File: src/xcd_pkg.sv
// Package for the UTF-8 / UTF-32 transcoder: payload structs, queue entry type,
// constants and register map codes. No dependencies.
package xcd_pkg;

	localparam int DATA_W      = 32;
	localparam int CP_W        = 21;
	localparam int QUEUE_DEPTH = 4;
	localparam int ADDR_W      = 3;

	localparam logic [DATA_W-1:0] REPLACEMENT_CP = 32'h0000_FFFD;
	localparam logic [DATA_W-1:0] LIMIT_1B       = 32'h0000_0080;
	localparam logic [DATA_W-1:0] LIMIT_2B       = 32'h0000_0800;
	localparam logic [DATA_W-1:0] LIMIT_3B       = 32'h0001_0000;

	// Register index codes (byte address bits above the word offset).
	localparam logic REG_DIRECTION = 1'b0;

	// Direction codes.
	localparam logic DIR_DECODE = 1'b0;
	localparam logic DIR_ENCODE = 1'b1;

	typedef struct packed {
		logic [DATA_W-1:0] in_data;
		logic              in_last;
	} in_item_t;

	typedef struct packed {
		logic [DATA_W-1:0] out_data;
		logic              out_last;
		logic              out_end;
	} out_item_t;

	// One queued job: a full code point (cnt 0) or up to four bytes, byte 0 in [7:0].
	typedef struct packed {
		logic [DATA_W-1:0] word;
		logic [1:0]        cnt;
		logic              fin;
	} job_t;

endpackage

File: src/utf8_utf32_transcoder_core.sv
// Top level of the UTF-8 / UTF-32 transcoder: register port, front end, job queue
// and back end. Depends on xcd_pkg, xcd_front, xcd_queue and xcd_back.
//
//   channel  direction  payload      handshake
//   in       input      in_item_t    in_valid / in_stall
//   out      output     out_item_t   out_valid / out_stall
//   cfg      input      direction    psel / penable / pwrite / pready
//
// One input item is accepted per cycle while the job queue has room.
// A decode item's code point, if any, enters the job queue at the edge that accepts it.
// An encode item gives one result per UTF-8 byte (1 to 4) from the back end;
// the queue absorbs bursts and fills on long runs of multi-byte characters or output stalls.
// Reset clears the direction, the decode state, the queue and the output valid flag.
// in_stall is high exactly while the queue is full.
module utf8_utf32_transcoder_core import xcd_pkg::*; #(
	parameter int DEPTH = QUEUE_DEPTH
) (
	input  logic              clk,
	input  logic              arst_n,
	input  logic              in_valid,
	output logic              in_stall,
	input  in_item_t          in_item,
	output logic              out_valid,
	input  logic              out_stall,
	output out_item_t         out_item,
	input  logic              psel,
	input  logic              penable,
	input  logic              pwrite,
	input  logic [ADDR_W-1:0] paddr,
	input  logic [31:0]       pwdata,
	output logic [31:0]       prdata,
	output logic              pready
);

	logic dir_q;
	logic cfg_wr;
	logic accept;
	logic push;
	job_t push_job;
	logic pop;
	job_t head;
	logic empty;
	logic full;

	// Register port.
	assign pready = 1'b1;
	assign cfg_wr = psel && penable && pwrite && pready && (paddr[2] == REG_DIRECTION);
	assign prdata = (paddr[2] == REG_DIRECTION) ? {31'h0, dir_q} : 32'h0;

	always_ff @(posedge clk or negedge arst_n) begin
		if (!arst_n) begin
			dir_q <= DIR_DECODE;
		end else if (cfg_wr) begin
			dir_q <= pwdata[0];
		end
	end

	assign in_stall = full;
	assign accept   = in_valid && !full;

	xcd_front u_front (
		.clk       (clk),
		.arst_n    (arst_n),
		.accept    (accept),
		.in_item   (in_item),
		.dir       (dir_q),
		.cfg_clear (cfg_wr),
		.push      (push),
		.push_job  (push_job)
	);

	xcd_queue #(
		.DEPTH (DEPTH)
	) u_queue (
		.clk      (clk),
		.arst_n   (arst_n),
		.push     (push && accept),
		.push_job (push_job),
		.pop      (pop),
		.head     (head),
		.empty    (empty),
		.full     (full)
	);

	xcd_back u_back (
		.clk       (clk),
		.arst_n    (arst_n),
		.head      (head),
		.empty     (empty),
		.pop       (pop),
		.out_stall (out_stall),
		.out_valid (out_valid),
		.out_item  (out_item)
	);

endmodule

File: src/xcd_front.sv
// Front end of the transcoder: accepts input items, runs the UTF-8 decode state
// and builds one queue job per item that gives results. Depends on xcd_pkg.
module xcd_front import xcd_pkg::*; (
	input  logic     clk,
	input  logic     arst_n,
	input  logic     accept,
	input  in_item_t in_item,
	input  logic     dir,
	input  logic     cfg_clear,
	output logic     push,
	output job_t     push_job
);

	logic [CP_W-1:0] pend_q;
	logic [1:0]      left_q;
	logic [CP_W-1:0] pend_nxt;
	logic [1:0]      left_nxt;
	logic [7:0]      b;
	logic [DATA_W-1:0] cp;
	logic [CP_W-1:0] shifted;
	logic [1:0]      left_dec;

	assign b        = in_item.in_data[7:0];
	assign cp       = in_item.in_data;
	assign shifted  = {pend_q[CP_W-7:0], b[5:0]};
	assign left_dec = left_q - 2'd1;

	// Classify the item and form its job; decode state moves only on decode items.
	always_comb begin
		push          = 1'b0;
		push_job      = '0;
		push_job.fin  = in_item.in_last;
		pend_nxt      = pend_q;
		left_nxt      = left_q;
		if (dir == DIR_ENCODE) begin
			push = 1'b1;
			if (cp < LIMIT_1B) begin
				push_job.cnt  = 2'd0;
				push_job.word = cp;
			end else if (cp < LIMIT_2B) begin
				push_job.cnt  = 2'd1;
				push_job.word = {16'h0, 2'b10, cp[5:0], 3'b110, cp[10:6]};
			end else if (cp < LIMIT_3B) begin
				push_job.cnt  = 2'd2;
				push_job.word = {8'h0, 2'b10, cp[5:0], 2'b10, cp[11:6], 4'b1110, cp[15:12]};
			end else begin
				push_job.cnt  = 2'd3;
				push_job.word = {2'b10, cp[5:0], 2'b10, cp[11:6], 2'b10, cp[17:12],
					8'hF0 | cp[25:18]};
			end
		end else if (left_q == 2'd0) begin
			if (b[7] == 1'b0) begin
				push          = 1'b1;
				push_job.word = {24'h0, b};
			end else if (b[7:5] == 3'b110 || b[7:4] == 4'b1110 || b[7:3] == 5'b11110) begin
				if (b[7:5] == 3'b110) begin
					pend_nxt = {16'h0, b[4:0]};
					left_nxt = 2'd1;
				end else if (b[7:4] == 4'b1110) begin
					pend_nxt = {17'h0, b[3:0]};
					left_nxt = 2'd2;
				end else begin
					pend_nxt = {18'h0, b[2:0]};
					left_nxt = 2'd3;
				end
				// A lead byte that ends the string gives its payload bits as a code point.
				if (in_item.in_last) begin
					push          = 1'b1;
					push_job.word = {{(DATA_W-CP_W){1'b0}}, pend_nxt};
					pend_nxt      = '0;
					left_nxt      = 2'd0;
				end
			end else begin
				push          = 1'b1;
				push_job.word = REPLACEMENT_CP;
			end
		end else begin
			pend_nxt = shifted;
			left_nxt = left_dec;
			if (left_dec == 2'd0 || in_item.in_last) begin
				push          = 1'b1;
				push_job.word = {{(DATA_W-CP_W){1'b0}}, shifted};
				pend_nxt      = '0;
				left_nxt      = 2'd0;
			end
		end
	end

	// Decode state; a direction write drops any partial character.
	always_ff @(posedge clk or negedge arst_n) begin
		if (!arst_n) begin
			pend_q <= '0;
			left_q <= 2'd0;
		end else if (cfg_clear) begin
			pend_q <= '0;
			left_q <= 2'd0;
		end else if (accept && dir == DIR_DECODE) begin
			pend_q <= pend_nxt;
			left_q <= left_nxt;
		end
	end

endmodule

File: src/xcd_queue.sv
// Short job queue between the front and back ends of the transcoder.
// Depends on xcd_pkg for the job type.
module xcd_queue import xcd_pkg::*; #(
	parameter int DEPTH = QUEUE_DEPTH
) (
	input  logic clk,
	input  logic arst_n,
	input  logic push,
	input  job_t push_job,
	input  logic pop,
	output job_t head,
	output logic empty,
	output logic full
);

	localparam int PTR_W = (DEPTH > 1) ? $clog2(DEPTH) : 1;
	localparam int CNT_W = $clog2(DEPTH + 1);
	localparam logic [PTR_W-1:0] LAST_PTR = PTR_W'(DEPTH - 1);
	localparam logic [CNT_W-1:0] FULL_CNT = CNT_W'(DEPTH);

	job_t             slot_q [DEPTH];
	logic [PTR_W-1:0] wr_ptr_q;
	logic [PTR_W-1:0] rd_ptr_q;
	logic [CNT_W-1:0] count_q;
	logic             do_push;
	logic             do_pop;

	assign empty   = (count_q == '0);
	assign full    = (count_q == FULL_CNT);
	assign head    = slot_q[rd_ptr_q];
	assign do_push = push && !full;
	assign do_pop  = pop && !empty;

	// Storage slots hold payload only.
	always_ff @(posedge clk) begin
		if (do_push) begin
			slot_q[wr_ptr_q] <= push_job;
		end
	end

	// Pointers and fill count.
	always_ff @(posedge clk or negedge arst_n) begin
		if (!arst_n) begin
			wr_ptr_q <= '0;
			rd_ptr_q <= '0;
			count_q  <= '0;
		end else begin
			if (do_push) begin
				wr_ptr_q <= (wr_ptr_q == LAST_PTR) ? '0 : wr_ptr_q + 1'b1;
			end
			if (do_pop) begin
				rd_ptr_q <= (rd_ptr_q == LAST_PTR) ? '0 : rd_ptr_q + 1'b1;
			end
			if (do_push && !do_pop) begin
				count_q <= count_q + 1'b1;
			end else if (do_pop && !do_push) begin
				count_q <= count_q - 1'b1;
			end
		end
	end

endmodule

File: src/xcd_back.sv
// Back end of the transcoder: splits the queue head job into result items,
// one per cycle unless stalled, via an output register. Depends on xcd_pkg.
module xcd_back import xcd_pkg::*; (
	input  logic      clk,
	input  logic      arst_n,
	input  job_t      head,
	input  logic      empty,
	output logic      pop,
	input  logic      out_stall,
	output logic      out_valid,
	output out_item_t out_item
);

	logic [1:0]  idx_q;
	logic        out_valid_q;
	out_item_t   out_item_q;
	logic        load;
	logic        elem_last;
	out_item_t   elem;

	assign load      = !out_valid_q || !out_stall;
	assign elem_last = (idx_q == head.cnt);
	assign pop       = load && !empty && elem_last;

	// Select the current element of the head job.
	always_comb begin
		elem          = '0;
		elem.out_last = elem_last;
		elem.out_end  = head.fin;
		if (head.cnt == 2'd0) begin
			elem.out_data = head.word;
		end else begin
			elem.out_data = {24'h0, head.word[{idx_q, 3'b000} +: 8]};
		end
	end

	// Element index within the head job.
	always_ff @(posedge clk or negedge arst_n) begin
		if (!arst_n) begin
			idx_q <= 2'd0;
		end else if (load && !empty) begin
			idx_q <= elem_last ? 2'd0 : idx_q + 2'd1;
		end
	end

	// Output register.
	always_ff @(posedge clk or negedge arst_n) begin
		if (!arst_n) begin
			out_valid_q <= 1'b0;
		end else if (load) begin
			out_valid_q <= !empty;
		end
	end

	always_ff @(posedge clk) begin
		if (load && !empty) begin
			out_item_q <= elem;
		end
	end

	assign out_valid = out_valid_q;
	assign out_item  = out_item_q;

endmodule

File: config.mk
export PLATFORM = sky130hd
export DESIGN_NAME = utf8_utf32_transcoder_core
export DESIGN_NICKNAME = d
export VERILOG_FILES = /design/src/xcd_pkg.sv /design/src/utf8_utf32_transcoder_core.sv /design/src/xcd_front.sv /design/src/xcd_queue.sv /design/src/xcd_back.sv
export SDC_FILE = /design/constraint.sdc
export NUM_CORES = 1
export LEC_CHECK = 0
export ABC_AREA = 1
export BUFFER_PORTS_ARGS = -buffer_cell sky130_fd_sc_hd__buf_2
export CELL_PAD_IN_SITES_DETAIL_PLACEMENT = 0
export CELL_PAD_IN_SITES_GLOBAL_PLACEMENT = 1
export CORE_ASPECT_RATIO = 0.9
export CORE_MARGIN = 5
export CORE_UTILIZATION = 30
export CTS_BUF_LIST = sky130_fd_sc_hd__clkbuf_8
export DETAILED_ROUTE_END_ITERATION = 6
export HOLD_SLACK_MARGIN = 0.03
export PLACE_DENSITY_LB_ADDON = 0.05
export SYNTH_ARGS = -nofsm -noshare
export SYNTH_HDL_FRONTEND = slang
export SYNTH_SLANG_ARGS = --single-unit
File: constraint.sdc
create_clock -name clk -period 3.5 [get_ports clk]
set_clock_uncertainty 0.2 [all_clocks]
set_input_delay 0.175 -clock clk [delete_from_list [all_inputs] [get_ports clk]]
set_output_delay 0.175 -clock clk [all_outputs]
set_load 0.01 [all_outputs]
==> results.sh, run 1 <==
export IMPL_dr_pass1_iters=5
export IMPL_syn_area_sq_mm=0.009458
export IMPL_via_count=6595
export IMPL_synth_seq_cells=202
export IMPL_fin_crit_sh_pct=81.07
export IMPL_filler_cell_count=3240
export IMPL_wl_um=25850
export IMPL_relSlewSlack_pct=46.49
export IMPL_status="finished clean"
export IMPL_grt_usage_pct=14.68
export IMPL_critPathMostFrequentCell="inv_1"
export IMPL_crit_family="adder cells"
export IMPL_critPathArrivalTime_ps=3030
export IMPL_crit_chain="inv_1 -> ha_1 -> inv_2 -> a21oi_1 -> nand3_1 -> nand2_1 -> inv_1 -> ha_1 -> inv_1 -> fa_1 -> a21oi_1 -> o21ai_0 -> xor2_1"
export IMPL_slowest_delay_ps=430
export IMPL_final_common_cell="nand2_1"
export IMPL_diodes=0
export IMPL_clockRootBuffer="clkbuf_8"
export IMPL_fmax_ghz=0.3524
export IMPL_vdd_ir_drop_max_v=0.0002947
export IMPL_cts_buffers=38
export IMPL_instances_no_fill=1517
export IMPL_crit_required_ps=3690
export IMPL_initial_core_util_pct=30.52
export IMPL_grt_pass1_vias=6526
export IMPL_vias_per_cell=4.347
export IMPL_p_leak_nw=4.702
export IMPL_syn_inst=954
export IMPL_critPathMaxFanout=9
export IMPL_grt_overflow_total=0
export IMPL_worst_pin_slew_ps=799.8
export IMPL_die_w_um=197.2
export IMPL_path_class="reg -> reg"
export IMPL_die_h_um=178.4
export IMPL_grt_max_degree=49
export IMPL_antenna_found_initial=0
export IMPL_maxCapViolations=0
export IMPL_grt_first_pass_wirelength_um=39010
export IMPL_fin_nets=1166
export IMPL_wl_per_cell_um=17.04
export IMPL_core_rowCount=61
export IMPL_cp_end_kind="flop"
export IMPL_yosys_warnings=0
export IMPL_die_area_sq_mm=0.03518
export IMPL_cp_start_kind="flop"
export IMPL_place_congestion=0.7973
export IMPL_htreeDepth=2
export IMPL_cts_buffer_depth=3
export IMPL_tns_ps=0
export IMPL_rsz0062_at_grt="no"
export IMPL_crit_slowest_cell="fa_1"
export IMPL_dp_cells=1428
export IMPL_drive_gt1_share_pct=15.70
export IMPL_min_delay_path_class="in -> async"
export IMPL_drt_iter0_markers=269
export IMPL_area_delta_synth_final_pct=17.77
export IMPL_setup_viol=0
export IMPL_hold_viol_final=0
export IMPL_drc=0
export IMPL_power_density_mw_per_mm2=830.5
export IMPL_io_buffers=78
export IMPL_mostFrequentLayoutCells="nand2_1, edfxtp_1, nand3_1, buf_2, nor2_1"
export IMPL_antenna_left=0
export IMPL_cts_hold_buf=23
export IMPL_cts_tree="done"
export IMPL_yosysSeqAreaShare_pct=62.65
export IMPL_post_cts_buffers=0
export IMPL_whs_ps=67.94
export IMPL_ios=144
export IMPL_period_needed_ps=2837
export IMPL_ys_types=38
export IMPL_clk_pin_slew_ps=60
export IMPL_crit_buf_inv=4
export IMPL_dp_final_hpwl_um=17470
export IMPL_core_area_sq_mm=0.03099
export IMPL_cts_sinks=202
export IMPL_avgSynthCellArea_sq_um=9.914
export IMPL_cts_resized=0
export IMPL_drv_slew=0
export IMPL_clock_latency_ps=520
-- power breakdown --
part	leakage, nW	switching, mW	total (mW)	internal (mW)
registers	2.00	0.234	3.72	3.48
logic	2.32	2.41	3.42	1.01
clock network	0.388	0.965	2.11	1.15
total	4.70	3.61	9.25	5.64
-- flip-flops by register name, summed over array words and instances, names as in the netlist --
name              flops
u_front.pend_q       15
u_back.idx_q          2
u_queue.count_q       3
u_queue.wr_ptr_q      2
dir_q                 1
u_queue.rd_ptr_q      2
u_queue.slot_q      140
u_front.left_q        2
u_back.out_item      34
u_back.out_valid      1
-- cell families after synthesis --
family                   after synthesis  synth area share (%)
buffers and inverters                124                 7.329
flip-flops                           202                 62.65
other                                  2               0.07941
XOR/XNOR                               4                0.4499
AND/OR/NAND/NOR                      549                 24.66
AO/OA/AOI/OAI                         64                 3.559
adder cells (fa/ha/maj)                9                 1.270
-- cell type report --
type | count | area (sq um) | share of cell area, %
clock buffer | 41 | 564.3 | 5.066
inverter | 54 | 207.7 | 1.865
timing repair buffer | 120 | 775.7 | 6.965
multi-input combinational | 666 | 3019 | 27.11
clock inverter | 25 | 132.6 | 1.191
tap | 409 | 511.7 | 4.594
sequential | 202 | 5927 | 53.21
-- metal layers --
| layer | wire length, um | share of wire, % | up-vias | global-route usage, % |
|---|---|---|---|---|
| met5 | 0 | 0 | - | 0 |
| met4 | 429 | 1.7 | 0 | 3.755 |
| met3 | 1167 | 4.5 | 35 | 2.682 |
| met2 | 11270 | 44 | 156 | 22.95 |
| met1 | 12990 | 50 | 3024 | 21.17 |
| li1 | - | - | 3380 | - |
-- cells in the mapped netlist --
library cell    n  area, sq um
o21ai_0        27        135.1
nand2_2         2        12.51
buf_4          37        277.8
o31ai_1         1        7.510
nand3_2         1        10.01
a22oi_1         1        7.510
o21ai_1        11        55.05
inv_1          48        180.2
clkinv_1        1        3.750
xor2_2          1        16.27
nand3_4         1        17.52
buf_6           8        90.09
nor2_2          5        31.28
o22ai_1         6        37.54
conb_1          2        7.510
xor2_1          2        17.52
nand4_1         4        25.02
a21oi_2         1        8.760
nor2_1         80        300.3
nor2_4          3        33.78
clkbuf_1        4        15.01
inv_4           2        12.51
nand2_4         2        22.52
a21oi_1        17        85.08
fa_1            1        20.02
nand2_1       316         1186
buf_2          19        95.09
or2_2           1        6.260
xnor2_1         1        8.760
nor3_1          7        35.03
edfxtp_1      174         5225
and2_1          7        43.79
ha_1            8        100.1
dfrtp_1        28        700.7
nand3b_1        3        22.52
buf_1           2        7.510
nand3_1       117        585.6
inv_2           3        11.26
-- metrics by stage --
stage,setup slack [ps],instance area (sq um),utilization (%),power [mW]
2_1_floorplan,292.2,9600,-,6.038
3_3_place_gp,703.8,10210,32.95,7.272
3_5_place_dp,685.3,10210,32.95,7.262
4_1_cts,678.1,11140,35.94,9.444
5_1_grt,456.9,11140,35.94,9.992
6_report,662.5,11140,35.94,9.250
-- path summary, 6_finish.rpt --
| path | startpoint | endpoint | slack (ps) | cells past startpoint |
|---|---|---|---|---|
| max reg2reg | u_front.left_q[0] | u_queue.count_q[2] | 660 | 13 |
| max | u_front.left_q[0] | u_queue.count_q[2] | 660 | 13 |
| min | arst_n | u_back.idx_q[1] | 70 | 2 |
| max in group asynchronous | arst_n | u_queue.rd_ptr_q[0] | 2500 | 2 |
| min in group clk | paddr[2] | dir_q | 70 | 5 |
| min reg2reg | u_front.pend_q[11] | u_front.pend_q[11] | 270 | 2 |
No activity file was read; power rests on OpenSTA's default activity.
==> inputs of run 2 (changes only) <==
ABC_AREA = 0   (was 1)
clock period = 2.45 ns   (was 3.5 ns; I/O delays follow)
==> run 2 against run 1 <==
Effect of this change: the run now ends with setup timing left; wire length is 5.0% lower; sequential power is 42% higher; critical path type unchanged; non-clock buffer count is 61 higher; final area is 3.4% higher; count of clock-buffer cells in the layout is 2 lower; worst setup slack worse by 840 ps; die area is 4.4% lower.
==> results.sh, run 2 <==
export IMPL_status="complete, but fails checks"
export IMPL_violations="setup timing"
export IMPL_cts_tree="done"
export IMPL_crit_cells=8
export IMPL_period_needed_ps=2624
export IMPL_setup_viol=2
export IMPL_syn_area_sq_mm=0.009020
export IMPL_synth_seq_cells=202
export IMPL_ys_async_sr_fraction_pct=13.86
export IMPL_clk_pin_slew_ps=60
export IMPL_maxCapViolations=0
export IMPL_power_density_mw_per_mm2=1193
export IMPL_area_delta_synth_final_pct=27.70
export IMPL_fin_nets=897
export IMPL_fmax_ghz=0.3812
export IMPL_holdPathStages=4
export IMPL_wl_um=24560
export IMPL_pre_cts_ws_ps=-275.3
export IMPL_die_area_sq_mm=0.03364
export IMPL_cp_start_kind="flop"
export IMPL_crit_buf_inv=1
export IMPL_fin_crit_sh_pct=107.1
export IMPL_synth_area_top_cells="edfxtp_1, mux4_2, dfrtp_1, buf_4, nor2_1"
export IMPL_core_rowCount=60
export IMPL_antenna_found_initial=0
export IMPL_place_congestion=0.8479
export IMPL_drv_slew=0
export IMPL_synth_edf_count=174
export IMPL_io_buffers=78
export IMPL_clockRootBuffer="clkbuf_8"
export IMPL_die_h_um=174.5
export IMPL_regToRegSetupSlack_ps=-170
export IMPL_dp_final_hpwl_um=16980
export IMPL_cts_buffer_depth=3
export IMPL_die_w_um=192.8
export IMPL_initial_core_util_pct=30.26
export IMPL_fin_ws_ps=-173.6
export IMPL_critPathMaxFanout=3
export IMPL_slowest_delay_ps=540
export IMPL_htreeDepth=2
export IMPL_yosysSeqAreaShare_pct=65.70
export IMPL_crit_slowest_cell="mux4_2"
export IMPL_final_area_sq_mm=0.01152
export IMPL_grt_first_pass_wirelength_um=36590
export IMPL_post_synth_top_count_cell="edfxtp_1"
export IMPL_path_class="reg -> reg"
export IMPL_core_area_sq_mm=0.02980
export IMPL_hold_viol_final=0
export IMPL_crit_family="multiplexers"
export IMPL_p_leak_nw=4.478
export IMPL_largest_reg_flops=140
export IMPL_synth_top_area_share_pct=57.93
export IMPL_drive_gt1_share_pct=31.90
export IMPL_yosys_warnings=0
export IMPL_avgSynthCellArea_sq_um=14.60
export IMPL_wl_per_cell_um=19.81
export IMPL_min_delay_path_class="in -> reg"
export IMPL_cp_end_kind="flop"
export IMPL_cts_sinks=202
export IMPL_relSlewSlack_pct=58.46
export IMPL_ios=144
export IMPL_crit_chain="mux4_2 -> xnor2_2 -> nor2_2 -> nand2_2 -> ha_4 -> inv_2 -> fa_2 -> mux2_4"
export IMPL_drc=0
export IMPL_synth_common_cells="edfxtp_1, nor2_1, nand2_1, mux4_2, buf_4"
export IMPL_grt_max_degree=41
export IMPL_grt_pass1_vias=6062
export IMPL_rsz0062_at_grt="yes"
export IMPL_antenna_left=0
export IMPL_grt_overflow_total=0
export IMPL_vdd_ir_drop_max_v=0.0003634
export IMPL_diodes=0
export IMPL_dr_pass1_iters=5
export IMPL_power_mw=13.74
export IMPL_cts_buffers=38
export IMPL_mostFrequentLayoutCells="edfxtp_1, buf_2, buf_4, nor2_1, nand2_1"
export IMPL_drt_iter0_markers=326
export IMPL_r2r_cells=8
export IMPL_critPathArrivalTime_ps=2830
export IMPL_syn_inst=618
export IMPL_yosysTopAreaCell="edfxtp_1"
export IMPL_ys_types=61
export IMPL_crit_required_ps=2650
export IMPL_vias_per_cell=4.678
export IMPL_worst_pin_slew_ps=623.1
export IMPL_clock_latency_ps=520
export IMPL_via_count=5801
export IMPL_synthFlopType="edfxtp_1"
export IMPL_final_common_cell="edfxtp_1"
export IMPL_grt_usage_pct=14.49
export IMPL_regMostFlops="u_queue.slot_q"
export IMPL_place_area_sq_mm=0.01025
## run 2: cell count changes after synthesis, moves of 7 or more
cell | before | now
inv_1 | 48 | 9
o21ai_1 | 11 | 26
o21ai_0 | 27 | 11
buf_2 | 19 | 6
nand3_1 | 117 | 9
a22o_1 | 0 | 17
and2_1 | 7 | 28
a22oi_1 | 1 | 8
clkbuf_1 | 4 | 21
nand2_1 | 316 | 45
mux4_2 | 0 | 36
nor2_1 | 80 | 53
## run 2: final timing paths
kind / to / startpoint
max: u_queue.count_q[1] / u_queue.rd_ptr_q[0]
min reg2reg: u_queue.count_q[2] / u_queue.count_q[2]
max in group asynchronous: u_front.left_q[0] / arst_n
min in group asynchronous: u_front.pend_q[9] / arst_n
min: u_queue.slot_q[0][13] / in_item[15]
max reg2reg: u_queue.count_q[1] / u_queue.rd_ptr_q[0]
## run 2: cell families after synthesis
| group | after synthesis | synth area share [%] |
|---|---|---|
| flip-flops | 202 | 65.70 |
| AND/OR/NAND/NOR | 168 | 9.072 |
| AO/OA/AOI/OAI | 110 | 8.295 |
| buffers and inverters | 76 | 4.786 |
| multiplexers | 46 | 10.25 |
| adder cells (fa/ha/maj) | 9 | 1.332 |
| XOR/XNOR | 5 | 0.4856 |
| other | 2 | 0.08326 |
## run 2: area by class of cell
cell class / count / area [sq um]
clock inverters: 25 / 162.7
well taps: 403 / 504.2
repair buffers: 181 / 1439
clock buffers: 39 / 536.8
flip-flops and latches: 202 / 5927
fillers: 2874 / 18290
multi-input cells: 379 / 2908
inverters: 11 / 41.29
## run 2: timing repair
action                                  in CTS  in global routing
hold buffers                                28                  0
gates resized for setup                     14                 14
endpoints found under the setup margin     100                 53
hold endpoints to repair                    98                  0
buffers inserted                             2                  4
pin swaps                                    6                  9
gates cloned                                 4                  2
## run 2: per-layer routing
metal | wire length (um) | track usage (%) | vias up
met5 | 0 | 0 | -
met4 | 690 | 4.932 | 0
met3 | 1295 | 2.892 | 51
met1 | 11390 | 20.41 | 2886
met2 | 11190 | 22.41 | 183
li1 | - | - | 2681
## run 2: worst register-to-register path: cells and delay by family (launching register included)
kind                       cells  cell delay (ps)
xor gates and xnor gates       1              170
adders and majority gates      2              610
buffers and inverters          1               50
DFF                            1              390
muxes                          2              820
and+or+nand+nor                2              280
## run 2: metrics by stage
stage               instances  utilization, %  setup TNS [ps]  hold WS (ps)
finish                   1240           38.65          -312.4         52.39
global route             1240           38.65          -616.7         78.42
CTS                      1234           38.25          -505.9         34.04
detailed placement       1136           34.40           -2748         25.18
global placement         1136           34.40           -1832         19.41
floorplan                 656               -          -652.7        -373.1
## run 2: report_power, final
group | total, mW | internal (mW) | switching, mW
logic | 5.41 | 2.45 | 2.96
clock network | 3.04 | 1.68 | 1.35
registers | 5.29 | 4.98 | 0.310
total | 13.7 | 9.12 | 4.62
